==> src/design/lqs_pkg.sv <==
// ----------------------------------------------------------------------------
// lqs_pkg: shared types and constants for the link quality monitor
// Command codes, reset values, delivery percentage codes and queue word types.
// ----------------------------------------------------------------------------
package lqs_pkg;

  // default sizes
  localparam int TOTAL_WIDTH_DEF = 32;
  localparam int QUEUE_DEPTH_DEF = 4;

  // command codes
  localparam logic [1:0] CMD_RX     = 2'd0;
  localparam logic [1:0] CMD_RX_SEQ = 2'd1;
  localparam logic [1:0] CMD_SNAP   = 2'd2;
  localparam logic [1:0] CMD_UNUSED = 2'd3;

  // register and window reset values
  localparam logic [7:0]        DECAY_RESET     = 8'd10;
  localparam logic signed [7:0] RSSI_LOW_RESET  = 8'sh7F;
  localparam logic signed [7:0] RSSI_HIGH_RESET = 8'sh80;

  // delivery percentage codes
  localparam logic [7:0] PDR_NONE = 8'hFF;
  localparam logic [7:0] PDR_CAP  = 8'd100;

  // one input word as held in the queue
  typedef struct packed {
    logic [1:0]        cmd;
    logic signed [7:0] rssi;
    logic [7:0]        mode;
    logic [31:0]       seq;
  } lqs_item_t;

  // queue head as seen by the back end
  typedef struct packed {
    logic      valid;
    lqs_item_t item;
  } lqs_qhead_t;

endpackage

==> src/design/lqs_if.sv <==
// ----------------------------------------------------------------------------
// lqs_if: channel interfaces of the link quality monitor
// Input word channel, result channel and configuration write channel.
// ----------------------------------------------------------------------------

// input words
interface lqs_in_if;
  logic              valid;
  logic              ready;
  logic [1:0]        cmd;
  logic signed [7:0] rssi;
  logic [7:0]        mode;
  logic [31:0]       seq;

  modport source (output valid, cmd, rssi, mode, seq, input ready);
  modport sink   (input valid, cmd, rssi, mode, seq, output ready);
endinterface

// result words
interface lqs_out_if;
  logic              valid;
  logic              ready;
  logic [15:0]       rx_count;
  logic signed [7:0] rssi_avg;
  logic signed [7:0] rssi_min;
  logic signed [7:0] rssi_max;
  logic [7:0]        last_mode_out;
  logic [7:0]        pdr_percent;

  modport source (output valid, rx_count, rssi_avg, rssi_min, rssi_max, last_mode_out,
                  pdr_percent, input ready);
  modport sink   (input valid, rx_count, rssi_avg, rssi_min, rssi_max, last_mode_out,
                  pdr_percent, output ready);
endinterface

// decay period register writes
interface lqs_cfg_if;
  logic       valid;
  logic       ready;
  logic [7:0] data;

  modport source (output valid, data, input ready);
  modport sink   (input valid, data, output ready);
endinterface

==> src/design/lqs_front.sv <==
// ----------------------------------------------------------------------------
// lqs_front: input side of the link quality monitor
// Accepts words, drops the unused command and queues the rest for the back end.
// ----------------------------------------------------------------------------
module lqs_front #(
  parameter int DEPTH = lqs_pkg::QUEUE_DEPTH_DEF
) (
  input  logic               clk,
  input  logic               rst,
  lqs_in_if.sink             item,
  output lqs_pkg::lqs_qhead_t head,
  input  logic               pop
);
  import lqs_pkg::*;

  localparam int PTR_W = (DEPTH > 1) ? $clog2(DEPTH) : 1;
  localparam int CNT_W = $clog2(DEPTH + 1);

  lqs_item_t        store [DEPTH];
  logic [PTR_W-1:0] wr_ptr;
  logic [PTR_W-1:0] rd_ptr;
  logic [CNT_W-1:0] fill;
  logic             push;

  // classify: only commands with an effect enter the queue
  assign item.ready = (fill != CNT_W'(DEPTH));
  assign push       = item.valid && item.ready && (item.cmd != CMD_UNUSED);

  assign head.valid = (fill != '0);
  assign head.item  = store[rd_ptr];

  // queue storage
  always_ff @(posedge clk) begin
    if (push) begin
      store[wr_ptr] <= '{cmd: item.cmd, rssi: item.rssi, mode: item.mode, seq: item.seq};
    end
  end

  // pointers and fill level
  always_ff @(posedge clk) begin
    if (rst) begin
      wr_ptr <= '0;
      rd_ptr <= '0;
      fill   <= '0;
    end else begin
      if (push) begin
        wr_ptr <= (wr_ptr == PTR_W'(DEPTH - 1)) ? '0 : wr_ptr + PTR_W'(1);
      end
      if (pop) begin
        rd_ptr <= (rd_ptr == PTR_W'(DEPTH - 1)) ? '0 : rd_ptr + PTR_W'(1);
      end
      case ({push, pop})
        2'b10:   fill <= fill + CNT_W'(1);
        2'b01:   fill <= fill - CNT_W'(1);
        default: fill <= fill;
      endcase
    end
  end

endmodule

==> src/design/lqs_div.sv <==
// ----------------------------------------------------------------------------
// lqs_div: unsigned restoring divider, one quotient bit per cycle
// Quotient is valid from the done pulse until the next start.
// ----------------------------------------------------------------------------
module lqs_div #(
  parameter int N_W = 32,
  parameter int D_W = 32
) (
  input  logic           clk,
  input  logic           rst,
  input  logic           start,
  input  logic [N_W-1:0] dividend,
  input  logic [D_W-1:0] divisor,
  output logic           done,
  output logic [N_W-1:0] quotient
);
  localparam int CW = $clog2(N_W + 1);

  logic [D_W-1:0] rem;
  logic [D_W-1:0] dvs;
  logic [CW-1:0]  cnt;
  logic           busy;
  logic [D_W:0]   shifted;
  logic [D_W:0]   diff;

  // one trial subtraction
  assign shifted = {rem, quotient[N_W-1]};
  assign diff    = shifted - {1'b0, dvs};

  // datapath
  always_ff @(posedge clk) begin
    if (start) begin
      rem      <= '0;
      dvs      <= divisor;
      quotient <= dividend;
    end else if (busy) begin
      rem      <= diff[D_W] ? shifted[D_W-1:0] : diff[D_W-1:0];
      quotient <= {quotient[N_W-2:0], ~diff[D_W]};
    end
  end

  // step counter
  always_ff @(posedge clk) begin
    if (rst) begin
      busy <= 1'b0;
      cnt  <= '0;
      done <= 1'b0;
    end else begin
      done <= 1'b0;
      if (start) begin
        busy <= 1'b1;
        cnt  <= CW'(N_W);
      end else if (busy) begin
        cnt <= cnt - CW'(1);
        if (cnt == CW'(1)) begin
          busy <= 1'b0;
          done <= 1'b1;
        end
      end
    end
  end

endmodule

==> src/design/lqs_back.sv <==
// ----------------------------------------------------------------------------
// lqs_back: statistics engine of the link quality monitor
// Folds receive words into the window, sequence words into totals; a snapshot
// runs the average and delivery divisions and fills the result register.
// ----------------------------------------------------------------------------
module lqs_back #(
  parameter int TOTAL_WIDTH = lqs_pkg::TOTAL_WIDTH_DEF
) (
  input  logic               clk,
  input  logic               rst,
  lqs_cfg_if.sink            cfg,
  input  lqs_pkg::lqs_qhead_t head,
  output logic               pop,
  lqs_out_if.source          result
);
  import lqs_pkg::*;

  localparam int PW = TOTAL_WIDTH + 7;
  localparam int SW = ((TOTAL_WIDTH > 32) ? TOTAL_WIDTH : 32) + 1;

  localparam logic [1:0] ST_IDLE    = 2'd0;
  localparam logic [1:0] ST_DIVIDE  = 2'd1;
  localparam logic [1:0] ST_DELIVER = 2'd2;

  // register and state
  logic [7:0]             decay_period;
  logic [31:0]            window_count;
  logic [31:0]            rssi_total;
  logic signed [7:0]      rssi_low;
  logic signed [7:0]      rssi_high;
  logic [7:0]             last_mode;
  logic                   seq_seen;
  logic [TOTAL_WIDTH-1:0] expected_total;
  logic [TOTAL_WIDTH-1:0] received_total;
  logic [31:0]            last_seq;
  logic [7:0]             snapshots_since_decay;
  logic [1:0]             state;
  logic                   avg_fin;
  logic                   pdr_fin;

  // snapshot capture
  logic [15:0]       snap_count;
  logic              snap_empty;
  logic              snap_neg;
  logic signed [7:0] snap_min;
  logic signed [7:0] snap_max;
  logic [7:0]        snap_mode;
  logic              snap_pdr_ok;

  // result register
  logic              out_valid;
  logic [15:0]       out_count;
  logic signed [7:0] out_avg;
  logic signed [7:0] out_min;
  logic signed [7:0] out_max;
  logic [7:0]        out_mode;
  logic [7:0]        out_pdr;

  logic                   rx_fire;
  logic                   seq_fire;
  logic                   snap_fire;
  logic [31:0]            gap;
  logic [SW-1:0]          exp_sum;
  logic [TOTAL_WIDTH-1:0] exp_add;
  logic [TOTAL_WIDTH-1:0] rec_add;
  logic [TOTAL_WIDTH:0]   exp_inc;
  logic [TOTAL_WIDTH:0]   rec_inc;
  logic [7:0]             ssd_inc;
  logic                   decay_hit;
  logic [31:0]            sum_abs;
  logic [PW-1:0]          rec_ext;
  logic [PW-1:0]          rec_x100;
  logic                   avg_done;
  logic                   pdr_done;
  logic [31:0]            avg_q;
  logic [PW-1:0]          pdr_q;
  logic                   out_free;
  logic [7:0]             avg_mag;
  logic signed [7:0]      avg_val;
  logic [7:0]             pdr_val;

  // configuration register
  assign cfg.ready = 1'b1;

  always_ff @(posedge clk) begin
    if (rst) begin
      decay_period <= DECAY_RESET;
    end else if (cfg.valid) begin
      decay_period <= cfg.data;
    end
  end

  // command decode at the queue head
  assign pop       = (state == ST_IDLE) && head.valid;
  assign rx_fire   = pop && ((head.item.cmd == CMD_RX) || (head.item.cmd == CMD_RX_SEQ));
  assign seq_fire  = pop && (head.item.cmd == CMD_RX_SEQ);
  assign snap_fire = pop && (head.item.cmd == CMD_SNAP);

  // delivery totals: saturating adds and round-up halving
  assign gap     = (head.item.seq > last_seq) ? (head.item.seq - last_seq) : 32'd1;
  assign exp_sum = SW'(expected_total) + SW'(gap);
  assign exp_add = (|exp_sum[SW-1:TOTAL_WIDTH]) ? '1 : exp_sum[TOTAL_WIDTH-1:0];
  assign rec_add = (&received_total) ? received_total
                                     : received_total + TOTAL_WIDTH'(1);
  assign exp_inc = {1'b0, expected_total} + (TOTAL_WIDTH + 1)'(1);
  assign rec_inc = {1'b0, received_total} + (TOTAL_WIDTH + 1)'(1);

  assign ssd_inc   = snapshots_since_decay + 8'd1;
  assign decay_hit = (ssd_inc >= decay_period);

  // division operands
  assign sum_abs  = rssi_total[31] ? (~rssi_total + 32'd1) : rssi_total;
  assign rec_ext  = PW'(received_total);
  assign rec_x100 = (rec_ext << 6) + (rec_ext << 5) + (rec_ext << 2);

  lqs_div #(.N_W(32), .D_W(32)) u_avg_div (
    .clk      (clk),
    .rst      (rst),
    .start    (snap_fire),
    .dividend (sum_abs),
    .divisor  (window_count),
    .done     (avg_done),
    .quotient (avg_q)
  );

  lqs_div #(.N_W(PW), .D_W(TOTAL_WIDTH)) u_pdr_div (
    .clk      (clk),
    .rst      (rst),
    .start    (snap_fire),
    .dividend (rec_x100),
    .divisor  (expected_total),
    .done     (pdr_done),
    .quotient (pdr_q)
  );

  // window and totals
  always_ff @(posedge clk) begin
    if (rst) begin
      window_count          <= '0;
      rssi_total            <= '0;
      rssi_low              <= RSSI_LOW_RESET;
      rssi_high             <= RSSI_HIGH_RESET;
      last_mode             <= '0;
      seq_seen              <= 1'b0;
      expected_total        <= '0;
      received_total        <= '0;
      last_seq              <= '0;
      snapshots_since_decay <= '0;
    end else begin
      if (rx_fire) begin
        window_count <= window_count + 32'd1;
        rssi_total   <= rssi_total + {{24{head.item.rssi[7]}}, head.item.rssi};
        if (head.item.rssi < rssi_low) begin
          rssi_low <= head.item.rssi;
        end
        if (head.item.rssi > rssi_high) begin
          rssi_high <= head.item.rssi;
        end
        last_mode <= head.item.mode;
      end
      if (seq_fire) begin
        if (!seq_seen) begin
          seq_seen       <= 1'b1;
          expected_total <= TOTAL_WIDTH'(1);
          received_total <= TOTAL_WIDTH'(1);
        end else begin
          expected_total <= exp_add;
          received_total <= rec_add;
        end
        last_seq <= head.item.seq;
      end
      if (snap_fire) begin
        window_count <= '0;
        rssi_total   <= '0;
        rssi_low     <= RSSI_LOW_RESET;
        rssi_high    <= RSSI_HIGH_RESET;
        if (decay_hit) begin
          snapshots_since_decay <= '0;
          if (seq_seen) begin
            expected_total <= exp_inc[TOTAL_WIDTH:1];
            received_total <= rec_inc[TOTAL_WIDTH:1];
          end
        end else begin
          snapshots_since_decay <= ssd_inc;
        end
      end
    end
  end

  // snapshot capture of the fields that need no division
  always_ff @(posedge clk) begin
    if (snap_fire) begin
      snap_count  <= window_count[15:0];
      snap_empty  <= (window_count == '0);
      snap_neg    <= rssi_total[31];
      snap_min    <= rssi_low;
      snap_max    <= rssi_high;
      snap_mode   <= last_mode;
      snap_pdr_ok <= seq_seen && (expected_total != '0);
    end
  end

  // snapshot sequencer
  always_ff @(posedge clk) begin
    if (rst) begin
      state   <= ST_IDLE;
      avg_fin <= 1'b0;
      pdr_fin <= 1'b0;
    end else begin
      case (state)
        ST_IDLE: begin
          if (snap_fire) begin
            state   <= ST_DIVIDE;
            avg_fin <= 1'b0;
            pdr_fin <= 1'b0;
          end
        end
        ST_DIVIDE: begin
          if (avg_done) avg_fin <= 1'b1;
          if (pdr_done) pdr_fin <= 1'b1;
          if ((avg_fin || avg_done) && (pdr_fin || pdr_done)) begin
            state <= ST_DELIVER;
          end
        end
        ST_DELIVER: begin
          if (out_free) begin
            state <= ST_IDLE;
          end
        end
        default: state <= ST_IDLE;
      endcase
    end
  end

  // result fields
  assign out_free = !out_valid || result.ready;
  assign avg_mag  = avg_q[7:0];
  assign avg_val  = snap_empty ? 8'sd0 : (snap_neg ? 8'(8'd0 - avg_mag) : avg_mag);
  assign pdr_val  = !snap_pdr_ok ? PDR_NONE :
                    (pdr_q > PW'(PDR_CAP)) ? PDR_CAP : pdr_q[7:0];

  // result register
  always_ff @(posedge clk) begin
    if (rst) begin
      out_valid <= 1'b0;
    end else if ((state == ST_DELIVER) && out_free) begin
      out_valid <= 1'b1;
    end else if (result.ready) begin
      out_valid <= 1'b0;
    end
  end

  always_ff @(posedge clk) begin
    if ((state == ST_DELIVER) && out_free) begin
      out_count <= snap_count;
      out_avg   <= avg_val;
      out_min   <= snap_empty ? 8'sd0 : snap_min;
      out_max   <= snap_empty ? 8'sd0 : snap_max;
      out_mode  <= snap_mode;
      out_pdr   <= pdr_val;
    end
  end

  assign result.valid         = out_valid;
  assign result.rx_count      = out_count;
  assign result.rssi_avg      = out_avg;
  assign result.rssi_min      = out_min;
  assign result.rssi_max      = out_max;
  assign result.last_mode_out = out_mode;
  assign result.pdr_percent   = out_pdr;

endmodule

==> src/design/link_quality_stats.sv <==
// ----------------------------------------------------------------------------
// link_quality_stats: radio link quality monitor
// Receive words fold RSSI into a window; a snapshot word emits the window
// statistics and the delivery percentage.
// ----------------------------------------------------------------------------
// Receive word: folded into the window in the cycle that it leaves the queue.
// Snapshot word: the result is registered once both bit-serial dividers are
// done and the result register is free.
// The engine takes one word per cycle between snapshots; the input queue
// keeps accepting while a snapshot divides or a result waits, until it is full.
// Synchronous reset clears the window, totals, queue and result register and
// loads decay_period with 10; no clearing pass follows.
module link_quality_stats #(
  parameter int TOTAL_WIDTH = lqs_pkg::TOTAL_WIDTH_DEF,
  parameter int QUEUE_DEPTH = lqs_pkg::QUEUE_DEPTH_DEF
) (
  input logic       clk,
  input logic       rst,
  lqs_in_if.sink    item,
  lqs_cfg_if.sink   cfg,
  lqs_out_if.source result
);
  import lqs_pkg::*;

  lqs_qhead_t head;
  logic       pop;

  // front end: classify and queue
  lqs_front #(.DEPTH(QUEUE_DEPTH)) u_front (
    .clk  (clk),
    .rst  (rst),
    .item (item),
    .head (head),
    .pop  (pop)
  );

  // back end: statistics and result
  lqs_back #(.TOTAL_WIDTH(TOTAL_WIDTH)) u_back (
    .clk    (clk),
    .rst    (rst),
    .cfg    (cfg),
    .head   (head),
    .pop    (pop),
    .result (result)
  );

endmodule

==> src/flat_wrapper.sv <==
// flat-port wrapper written by rule: the top's interface ports become plain ports
module link_quality_stats_flat import lqs_pkg::*;
#(
  parameter int TOTAL_WIDTH = lqs_pkg::TOTAL_WIDTH_DEF,
  parameter int QUEUE_DEPTH = lqs_pkg::QUEUE_DEPTH_DEF
)
  (clk, rst, item_valid, item_cmd, item_rssi, item_mode, item_seq, item_ready, cfg_valid, cfg_data, cfg_ready, result_valid, result_rx_count, result_rssi_avg, result_rssi_min, result_rssi_max, result_last_mode_out, result_pdr_percent, result_ready);
  lqs_in_if item_i ();
  lqs_cfg_if cfg_i ();
  lqs_out_if result_i ();
  input logic clk;
  input logic rst;
  input wire logic [$bits(item_i.valid)-1:0] item_valid;
  input wire logic [$bits(item_i.cmd)-1:0] item_cmd;
  input wire logic [$bits(item_i.rssi)-1:0] item_rssi;
  input wire logic [$bits(item_i.mode)-1:0] item_mode;
  input wire logic [$bits(item_i.seq)-1:0] item_seq;
  output wire logic [$bits(item_i.ready)-1:0] item_ready;
  input wire logic [$bits(cfg_i.valid)-1:0] cfg_valid;
  input wire logic [$bits(cfg_i.data)-1:0] cfg_data;
  output wire logic [$bits(cfg_i.ready)-1:0] cfg_ready;
  output wire logic [$bits(result_i.valid)-1:0] result_valid;
  output wire logic [$bits(result_i.rx_count)-1:0] result_rx_count;
  output wire logic [$bits(result_i.rssi_avg)-1:0] result_rssi_avg;
  output wire logic [$bits(result_i.rssi_min)-1:0] result_rssi_min;
  output wire logic [$bits(result_i.rssi_max)-1:0] result_rssi_max;
  output wire logic [$bits(result_i.last_mode_out)-1:0] result_last_mode_out;
  output wire logic [$bits(result_i.pdr_percent)-1:0] result_pdr_percent;
  input wire logic [$bits(result_i.ready)-1:0] result_ready;
  assign item_i.valid = item_valid;
  assign item_i.cmd = item_cmd;
  assign item_i.rssi = item_rssi;
  assign item_i.mode = item_mode;
  assign item_i.seq = item_seq;
  assign item_ready = item_i.ready;
  assign cfg_i.valid = cfg_valid;
  assign cfg_i.data = cfg_data;
  assign cfg_ready = cfg_i.ready;
  assign result_valid = result_i.valid;
  assign result_rx_count = result_i.rx_count;
  assign result_rssi_avg = result_i.rssi_avg;
  assign result_rssi_min = result_i.rssi_min;
  assign result_rssi_max = result_i.rssi_max;
  assign result_last_mode_out = result_i.last_mode_out;
  assign result_pdr_percent = result_i.pdr_percent;
  assign result_i.ready = result_ready;
  link_quality_stats #(.TOTAL_WIDTH(TOTAL_WIDTH), .QUEUE_DEPTH(QUEUE_DEPTH)) u_core (.clk(clk), .rst(rst), .item(item_i), .cfg(cfg_i), .result(result_i));
endmodule
==> config.mk <==
export PLATFORM = sky130hd
export DESIGN_NAME = link_quality_stats_flat
export DESIGN_NICKNAME = d
export VERILOG_FILES = /design/src/design/lqs_pkg.sv /design/src/design/lqs_if.sv /design/src/design/lqs_front.sv /design/src/design/lqs_div.sv /design/src/design/lqs_back.sv /design/src/design/link_quality_stats.sv /design/src/flat_wrapper.sv
export SDC_FILE = /design/constraint.sdc
export NUM_CORES = 2
export LEC_CHECK = 0
export BUFFER_PORTS_ARGS = -buffer_cell sky130_fd_sc_hd__buf_2
export CAP_MARGIN = 10
export CORE_AREA = 3 3 328 233
export DETAILED_ROUTE_END_ITERATION = 10
export DIE_AREA = 0 0 331 236
export GPL_TIMING_DRIVEN = 0
export HOLD_SLACK_MARGIN = 0.06
export MAX_ROUTING_LAYER = met4
export PLACE_DENSITY_LB_ADDON = 0.25
export SLEW_MARGIN = 25
export SYNTH_ARGS = -nofsm -noshare
export SYNTH_HDL_FRONTEND = slang
export SYNTH_SLANG_ARGS = --single-unit
==> constraint.sdc <==
create_clock -name clk -period 9.7 [get_ports clk]
set_clock_uncertainty 0.05 [all_clocks]
set_input_delay 0 -clock clk [delete_from_list [all_inputs] [get_ports clk]]
set_output_delay 0 -clock clk [all_outputs]
set_load 0.01 [all_outputs]
-- Word level (Yosys, flattened, before mapping)
Memory sizes are Yosys's and may differ from the RTL's. A register that Yosys moved wholly into a read port is not among the register bits.
Cells that the tools add are included.
- bits in registers: 527
- memory bits (writable): 200
- input bits: 63
- output and inout bits: 59
- word-level logic and storage cells: 182
- memories kept: 1
- memories (name ; depth ; width ; rd ports ; clocked after Yosys merged registers in ; write ports ; line ; source):
    u_core.u_front.store ; 4 ; 50 ; 1 ; 1 ; 1 ; lqs_front.sv:19 ; lqs_item_t store [DEPTH];
- add/subtract/negate cells: 20
- $lt $le $gt $ge: 5
- equal/unequal tests: 17
- muxes and demuxes: 53
- bitwise operators: 6
- reduce and logical (&&, ||, !) cells: 34
- operators with widths (kind ; count):
    $mux 32 ; 18
    $add 32x1->32 const B ; 3
    $mux 39 ; 2
    $add 32x1->33 const B ; 2
    $sub 33x32->33 ; 2
    $add 38x37->39 ; 1
    $add 39x34->39 ; 1
    $gt 39x7->1 const B ; 1
    $add 32x32->33 ; 1
    $add 32x32->32 ; 1
    $gt 32x32->1 ; 1
    $logic_not 32->1 ; 1
    $not 32->32 ; 1
    $reduce_and 32->1 ; 1
    $reduce_bool 32->1 ; 1
    $sub 32x32->32 ; 1
    $mux 6 ; 4
    $mux 8 ; 3
    $mux 1 ; 15
    $mux 2 ; 7
    $eq 6x1->1 const B ; 2
    $sub 6x1->6 const B ; 2
    $eq 2x2->1 const B ; 5
    $reduce_bool 2->1 ; 5
    25 further kinds ; 54

-- Depth between registers and ports, before layout
- word-level depth: 9
- mapped depth: 32

-- Modules after synthesis
From an unflattened synthesis, not the netlist that was laid out.
- cells, all modules: 4231
- area, all modules: 42569.6 um^2
- by module, submodules not included (module ; times used ; cells an instance ; area an instance (um^2) ; sequential area each (um^2)):
    lqs_back ; 1 ; 2677 ; 22396.5 ; 7096.8
    lqs_front ; 1 ; 311 ; 7672.4 ; 6185.9
    lqs_div at u_core.u_back.u_pdr_div ; 1 ; 656 ; 6601.3 ; 2932.8
    lqs_div at u_core.u_back.u_avg_div ; 1 ; 587 ; 5899.4 ; 2722.6

-- Least setup slack after synthesis
Ideal clock, no wire load.
- kind: reg2reg
- start point: register (tool-made name)
- end point: register u_core.u_back.expected_total[30]
- library setup time: 0.120 ns
- arrival time: 7.387 ns
- path slack: 2.142 ns
- cell stages (with the launch flop): 32
- buffers on the path: 4
- path through: dfxtp_1 buf_6 clkbuf_1 buf_1 mux4_2 inv_1 ha_1 fa_1 nand3b_1 a31oi_1 a211oi_1 a211oi_1 nand2_1 a311oi_1 a31oi_1 o21ai_0 a21oi_1 a31o_2 clkbuf_1 nor2_1 ha_1 a21o_1 a21o_1 a2111oi_0 o31ai_1 a211oi_1 o21ai_1 a311o_1 nand2b_1 a211oi_1 and3_1 nor3_1
- RTL lines (what ; line ; source):
    end signal, assigned ; lqs_back.sv:167 ; expected_total <= exp_add;
    end signal, assigned ; lqs_back.sv:180 ; expected_total <= exp_inc[TOTAL_WIDTH:1];
    end, declared ; lqs_back.sv:33 ; logic [TOTAL_WIDTH-1:0] expected_total;

==> impl_results.md <==
* Placed cell count at 5184
* Startpoint Class: flip-flop
* Die area at 78100 sq um
* Gr usage total at 27.5%
* Core area at 73300 sq um
* Aggregate global routing overflow at 0
* CTS HTree Levels at 3
* Power Dens Cells at 305 nW/um^2
* Top cell type by total area after synthesis: edfxtp_1
* Synth area leaders: edfxtp_1, dfxtp_1, ha_1
* Fin nets at 4733
* First-pass GRT wire length at 167000 um
* Die width at 331 um
* Most common cell in the netlist: nand2_1
* EDFF count, synth at 418
* Post-Synthesis Cells at 4077
* I/O Buffers at 119
* VDD IR max at 0.164 mV
* Unrepaired setup endpoints after global routing: false
* Post-synthesis register bit count at 713
* Die H at 236 um
* Status: finished, final reports clean
* Root Driver: clkbuf_16
* Crit share post-route at 94.7%
* Number of global-route vias before repair at 29800
* P_leak at 17.9 nW
* Starting DRT DRC Count at 3232
* Worst Path Required at 10.13 ns
* Effective utilization at floorplan at 54.9%
* Worst-margin pin slew at 1.02 ns
* Finished Layout Cells at 5409
* Ys Warns at 0
* Core Rows at 83
* Area Overhead vs Synth at 13.7%
* Vias at 32300
* Min Hold Slack at 0.0861 ns
* Max Cap Violations at 0
* Critical path data arrival time at 9.62 ns
* Slew Limit Fails at 0
* Synth unique cells at 79
* Vias per cell at 5.96
* Routed length per instance at 19.6 um
* Final Setup Violations at 0
* Ports at 122
* Fin crit period at 9.19 ns
* CTS clk-pin slew, worst paths at 0.07 ns
* DPL Wire Length at 75900 um
* Maximum root-to-sink buffer count at 3
* Initial antenna violation count at 5
* Worst min-delay path category: primary input to flip-flop
* Syn Area/Cell at 9.88 sq um
* Worst setup EP type: flip-flop
* Worst path max stage delay at 0.66 ns
* Syn nets at 4439
* Design Power at 14.0 mW
* Largest net degree at the start of global routing at 47
* CTS buffer count at 71
* Layout cells sized above 1 at 8.13%
* # clock sinks at 713
* Fmax at 109 MHz
* Post-synthesis sequential area ratio at 45.8%
* Total wire length at 106000 um
* DRC viols at 0
* TritonCTS clock tree: done
* Routed Antenna Nets at 0
* Total setup buffers inserted after CTS at 0
* Synth cell count leaders: nand2_1, edfxtp_1, a21oi_1
* Crit Path Class: flip-flop to flip-flop
* CP max stage cell: a2111oi_1
* Fin. Hold Viols at 0
* Post-Syn Area at 40300 sq um
* Yosys top cell area share at 31.2%
* Critical Path Fanout Max at 10
* GPL Wtd Cong at 0.937
* Asr flop ratio synth at 0%
* DRT Pass-1 Iters at 6
* Prevailing post-synth register cell: edfxtp_1
* Post-Route Setup TNS at 0 ns
* Max-slew headroom at 32.3%
* Clock insertion delay at the later pin of the skew report at 0.62 ns
[worst paths after layout]
kind                                                               to                        from  slack (ns)  cells after the start
worst min-delay path                       u_core.u_front.store[0][5]                 item_seq[5]        0.09                      2
worst min register to register  u_core.u_back.result.last_mode_out[4]  u_core.u_back.snap_mode[4]        0.36                      0
worst max-delay path                 u_core.u_back.expected_total[23]                   flip-flop        0.51                     30
worst max register to register       u_core.u_back.expected_total[23]                   flip-flop        0.51                     30
[state kept, by name, summed over array words and instances (netlist names), 15 cells and up, named ones only]
name and flops:
u_core.u_back.u_pdr_div.rem 32, u_core.u_back.u_avg_div.dvs 17, u_core.u_back.received_total 32, u_core.u_back.u_avg_div.quotient 32, u_core.u_back.u_pdr_div.quotient 39, u_core.u_back.window_count 32, u_core.u_back.rssi_total 32, u_core.u_back.last_seq 32
u_core.u_back.u_avg_div.rem 32, u_core.u_back.u_pdr_div.dvs 32, u_core.u_back.expected_total 32, u_core.u_back.snap_count 15, u_core.u_back.result.rx_count 16, u_core.u_front.store 200
[cell families after synthesis]
logic type	Yosys count	share of synthesized area, %
AO/OA/AOI/OAI	1103	16.5
XOR/XNOR	279	6.09
adder cells (fa/ha/maj)	299	9.94
buffers and inverters	377	3.58
flip-flops	713	45.8
multiplexers	107	4.22
other	1	0.00931
AND/OR/NAND/NOR	1198	13.8
[area by class of cell]
type,instances,area (sq um)
Antenna cell,4,10.0
Sequential cell,713,18500
Clock buffer,95,2080
Buffer,167,668
Inverter,209,785
Clock inverter,35,399
Fill cell,6000,27500
Timing Repair Buffer,222,1770
Multi-Input combinational cell,2987,20400
Tap cell,977,1220
[stage by stage]
stage / setup WS [ns] / util (%) / cell area (sq um)
after detailed placement: -0.530 / 57.8 / 42400
after floorplan: 2.14 / - / 40300
after global placement: -0.558 / 57.4 / 42100
after CTS: 0.118 / 62.4 / 45800
final: 0.512 / 62.5 / 45800
after global routing: 0.144 / 62.5 / 45800
[what timing repair did]
item,in CTS,in global routing
resized for setup,2,13
setup endpoints to repair,32,32
hold buffers,92,0
endpoints found under the hold margin,245,0
[critical path: cells and delay by family, from the launching register on]
kind | cells | cell delay, ns
AOI/OAI and AO/OA | 17 | 4.77
adders and majority gates | 3 | 0.96
buffers and inverters | 5 | 1.43
DFF | 1 | 0.49
muxes | 1 | 0.30
and+or+nand+nor | 4 | 1.01
[routing by layer]
metal | global-route usage (%) | share of wire (%)
met1 | 42.4 | 48
met4 | 5.55 | 1.8
met2 | 37.5 | 41
met3 | 5.17 | 8.9
met5 | - | 0
[power by group]
group,internal (mW),total [mW],switching (mW)
sequential,3.92,4.38,0.460
clock,1.70,2.91,1.21
combinational,2.60,6.67,4.07
[cells in the final DEF, fill, tap and decap left out, drive strengths merged, types with 55 or more instances in the layout]
| master | instances |
|---|---|
| nand2 | 440 |
| edfxtp | 418 |
| a21oi | 367 |
| o21ai | 335 |
| nor2 | 297 |
| dfxtp | 295 |
| ha | 264 |
| clkbuf | 236 |
| inv | 210 |
| buf | 155 |
| xor2 | 148 |
| xnor2 | 131 |
| dlygate4sd3 | 92 |
| nand3 | 90 |
| a21o | 89 |
| nor3 | 65 |
| a211oi | 56 |
| mux2i | 55 |
| nand2b | 55 |
(Power assumes the default switching activity.)
